[src/rtl/bzf_pkg.sv]
// bzf_pkg: shared types, constants and helpers of the bezier curve flattener
// used by every module of the flattener; depends on nothing

package bzf_pkg;

    localparam int COORD_W = 32;
    localparam int TOL_W   = 31;
    localparam logic [TOL_W-1:0] TOL_RESET = 31'd65536;

    // one curve segment as it sits in the queue
    typedef struct packed {
        logic                      cubic;
        logic signed [COORD_W-1:0] x0;
        logic signed [COORD_W-1:0] y0;
        logic signed [COORD_W-1:0] x1;
        logic signed [COORD_W-1:0] y1;
        logic signed [COORD_W-1:0] x2;
        logic signed [COORD_W-1:0] y2;
        logic signed [COORD_W-1:0] x3;
        logic signed [COORD_W-1:0] y3;
    } bzf_item_t;

    // request to the flatness tester: point p against chord s..e
    typedef struct packed {
        logic                      start;
        logic signed [COORD_W-1:0] px;
        logic signed [COORD_W-1:0] py;
        logic signed [COORD_W-1:0] sx;
        logic signed [COORD_W-1:0] sy;
        logic signed [COORD_W-1:0] ex;
        logic signed [COORD_W-1:0] ey;
    } bzf_flat_req_t;

    typedef struct packed {
        logic done;
        logic ok;
    } bzf_flat_rsp_t;

    // floor((a + b) / 2) on the 33-bit sum
    function automatic logic signed [COORD_W-1:0] bzf_mid(
        input logic signed [COORD_W-1:0] a,
        input logic signed [COORD_W-1:0] b
    );
        logic signed [COORD_W:0] s;
        begin
            s = $signed({a[COORD_W-1], a}) + $signed({b[COORD_W-1], b});
            bzf_mid = s[COORD_W:1];
        end
    endfunction

endpackage

[src/rtl/bzf_front.sv]
// bzf_front: accepts curve segments and queues them for the subdivision engine
// depends on bzf_pkg

module bzf_front (
    input  logic                       clk,
    input  logic                       rst_n,
    input  logic                       start,
    output logic                       busy,
    input  logic                       kind,
    input  logic signed [31:0]         start_x,
    input  logic signed [31:0]         start_y,
    input  logic signed [31:0]         ctrl1_x,
    input  logic signed [31:0]         ctrl1_y,
    input  logic signed [31:0]         ctrl2_x,
    input  logic signed [31:0]         ctrl2_y,
    input  logic signed [31:0]         end_x,
    input  logic signed [31:0]         end_y,
    output bzf_pkg::bzf_item_t         q_item,
    output logic                       q_valid,
    input  logic                       q_pop
);
    import bzf_pkg::*;

    bzf_item_t  fifo_mem [2];
    logic       wr_ptr_reg, wr_ptr_next;
    logic       rd_ptr_reg, rd_ptr_next;
    logic [1:0] count_reg, count_next;
    logic       push;
    bzf_item_t  item_in;

    // classify: quadratic segments carry no second control point
    always_comb
    begin
        item_in.cubic = kind;
        item_in.x0    = start_x;
        item_in.y0    = start_y;
        item_in.x1    = ctrl1_x;
        item_in.y1    = ctrl1_y;
        item_in.x2    = kind ? ctrl2_x : '0;
        item_in.y2    = kind ? ctrl2_y : '0;
        item_in.x3    = end_x;
        item_in.y3    = end_y;
    end

    assign busy    = (count_reg == 2'd2);
    assign push    = start && !busy;
    assign q_valid = (count_reg != 2'd0);
    assign q_item  = fifo_mem[rd_ptr_reg];

    // queue pointers
    always_comb
    begin
        wr_ptr_next = push ? ~wr_ptr_reg : wr_ptr_reg;
        rd_ptr_next = (q_pop && q_valid) ? ~rd_ptr_reg : rd_ptr_reg;
        count_next  = count_reg + {1'b0, push} - {1'b0, q_pop && q_valid};
    end

    always_ff @(posedge clk or negedge rst_n)
    begin
        if (!rst_n)
        begin
            wr_ptr_reg <= 1'b0;
            rd_ptr_reg <= 1'b0;
            count_reg  <= 2'd0;
        end
        else
        begin
            wr_ptr_reg <= wr_ptr_next;
            rd_ptr_reg <= rd_ptr_next;
            count_reg  <= count_next;
        end
    end

    // queue storage
    always_ff @(posedge clk)
    begin
        if (push)
        begin
            fifo_mem[wr_ptr_reg] <= item_in;
        end
    end

endmodule

[config.mk]
export PLATFORM = sky130hd
export DESIGN_NAME = bzf_front
export DESIGN_NICKNAME = d
export VERILOG_FILES = /design/src/rtl/bzf_pkg.sv /design/src/rtl/bzf_front.sv
export SDC_FILE = /design/constraint.sdc
export NUM_CORES = 1
export LEC_CHECK = 0
export BUFFER_PORTS_ARGS = -buffer_cell sky130_fd_sc_hd__buf_4
export CORE_MARGIN = 2
export CORE_UTILIZATION = 38
export CTS_BUF_LIST = sky130_fd_sc_hd__clkbuf_2
export CTS_CLUSTER_SIZE = 14
export DETAILED_ROUTE_END_ITERATION = 8
export PLACE_DENSITY_LB_ADDON = 0.12
export RECOVER_POWER = 25
export REMOVE_ABC_BUFFERS = 1
export SYNTH_ARGS = -nofsm -noshare
export SYNTH_HDL_FRONTEND = slang
export SYNTH_SLANG_ARGS = --single-unit
[constraint.sdc]
create_clock -name clk -period 12.65 [get_ports clk]
set_input_delay 2.53 -clock clk [delete_from_list [all_inputs] [get_ports clk]]
set_output_delay 2.53 -clock clk [all_outputs]
set_load 0.005 [all_outputs]
==> metrics.cfg <==
[status]
status=complete, no violations

[power_and_ir_drop]
p_leak_uw=0.0102
pwr-share-clk=0.205
power.density_nw_per_um2=217
seq_power_share=0.446
ir_worst_vdd_mv=0.201
switching_share=0.293
pwr-share-comb=0.348
p_total_uw=5550
internal-power_uw=3930
p_sw_uw=1620

[floorplan]
die_x_microns=234
row_count=84
start_util=0.383
die_h_microns=234
io_pins=520
fp.coreArea_sq_um=52300
die_area_sq_um=54500

[sta]
fin_tns_setup_ps=0
slew_headroom=0.236
final.min_clock_period_ps=6770
hold_violations=0
finalMaxSlewViolations=0
tightest_slew_ps=1150
fin_skew_ps=74.5
fin_crit_sh=0.535
setup_slack_ps=5880
final-setup-viol-count=0
rsz0062_at_grt=no
fmax_mhz=148

[setup_path]
crit_required_ps=10120
crit_path_end_kind=output pin
crit_path_top_delay_cell=buf_4
critPathBufInv=3
start_kind=register
critical-path-top-delay-family=buffers and inverters
path_common_cell=buf_4
crit_chain=buf_4 > buf_4 > mux2_2 > buf_4
max_stage_delay_ps=900
cp_max_fo=60
critPathKind=reg -> out
arrival_ps=4240

[global_routing]
grt_pass1_vias=11095
grt_overflow_total=0
grt_pass1_wl_mm=66.7
antenna_found_initial=9
grt_start_max_net_pins=134
grt_usage=0.171

[hold_path]
hold_path_class=reg -> reg

[layout]
final_nets=1783
largest_register_ffs=514
area_growth_pct=27.9
final_common_cell=edfxtp_1
drive_gt1_frac=0.595
n_fill_cell=4627
final_cell_mix=edfxtp_1, buf_4, clkbuf_2, mux2_4, clkbuf_4

[logic_synthesis]
ys_seq_area_frac=0.776
synth_seq_cells=518
synth_edf_count=514
synth_cells=888
mappedNetlistArea_sq_um=20000
synth.distinct_cells=18
postSynth.asyncResetShare=0.00772
synth_ff_type=edfxtp_1
yosysWarnings=0
synth_area_per_cell_sq_um=22.5

[placement]
gp_congestion=0.783
post-place-ws_ps=6950
hpwl_mm=31.7
numPortBuffers=519

[drt]
vias=10437
dr.pass1.iters=4
drc_errors=0
routedWlPerCell_microns=20.5
wl_mm=47.4
vias_per_cell=4.52
ant_nets=0
drt-initial-drc-count=467

[clock_network]
clockRootBuffer=clkbuf_2
clk_pin_slew_ps=100
cts_tree=done
clkSinkCount=518
holdBufCountCts=0
cts_max_level=4
clock_latency_ps=1230
cts_resized=0
clk_path_buf_depth=3
cts_buffers=137
cts_setup_buffers=0

[flow_run]
cap_violations=0

## final cells by class
cell class | instances | area [sq um] | area share
inverter | 2 | 7.51 | 0.000293
clock inverter | 25 | 175 | 0.00684
clock buffer | 203 | 1020 | 0.0397
antenna | 11 | 27.5 | 0.00107
multi-input combinational | 333 | 4150 | 0.162
timing repair buffer | 528 | 3830 | 0.150
sequential | 518 | 15500 | 0.607
tap | 688 | 861 | 0.0336
## metrics by stage
step                      hold slack, ps  cell area (sq um)  instances   util
after CTS                            549              25700       2297  0.492
after floorplan                      461              19700        853      -
after global routing                 577              25600       2307  0.489
after detailed placement             509              24500       2069  0.469
after global placement               497              24500       2069  0.469
final                                540              25600       2308  0.489
## metal layers
metal,routed length [microns],track usage,part of all wire,vias to the layer above
li1,-,-,-,4836
met1,17100,0.179,0.36,5097
met2,24200,0.279,0.51,412
met3,5060,0.0936,0.11,88
met4,1090,0.0793,0.023,4
met5,34,0,0.00072,-
## power by group through the flow
| stage | Clock, uW | Sequential (uW) | Combinational (uW) |
|---|---|---|---|
| after CTS | 1200 | 2480 | 1980 |
| after detailed placement | 0 | 2520 | 1970 |
| final | 1140 | 2480 | 1930 |
| after global placement | 0 | 2510 | 1970 |
| after global routing | 1290 | 2510 | 2070 |
| after floorplan | 0 | 2760 | 1350 |
## cells by family after synthesis
group	count (synthesis)	share of synthesized area
DFF	518	0.776
muxes	257	0.182
and+or+nand+nor	70	0.0216
buffers and inverters	37	0.0172
xor gates and xnor gates	4	0.00175
adders and majority gates	2	0.00125
## worst reg2reg max path, delay by kind of cell (launching register included)
family,cells,cell delay [ps]
and+or+nand+nor,3,940
buffers and inverters,2,1750
DFF,1,410
## cell usage after synthesis, types with 2 or more instances
cell type	number	area, sq um
buf_6	24	270
dfrtp_1	4	100
inv_1	2	7.51
and2_1	65	407
edfxtp_1	514	15400
ha_1	2	25.0
buf_2	3	15.0
mux2_2	56	631
clkbuf_1	6	22.5
mux2_4	201	3020
xnor2_1	3	26.3
buf_8	2	30.0
## final timing paths
kind | from | to | slack (ps) | cells after the start
max in group asynchronous | rst_n | wr_ptr_reg | 11290 | 1
setup / recovery | rd_ptr_reg | q_item[16] | 5880 | 4
hold / removal | count_reg[0] | count_reg[0] | 540 | 1
min in group asynchronous | rst_n | rd_ptr_reg | 1120 | 1
hold reg to reg | count_reg[0] | count_reg[0] | 540 | 1
setup reg to reg | count_reg[1] | fifo_mem[0][189] | 9020 | 5
Note: power is estimated with default switching activity, not from simulation.
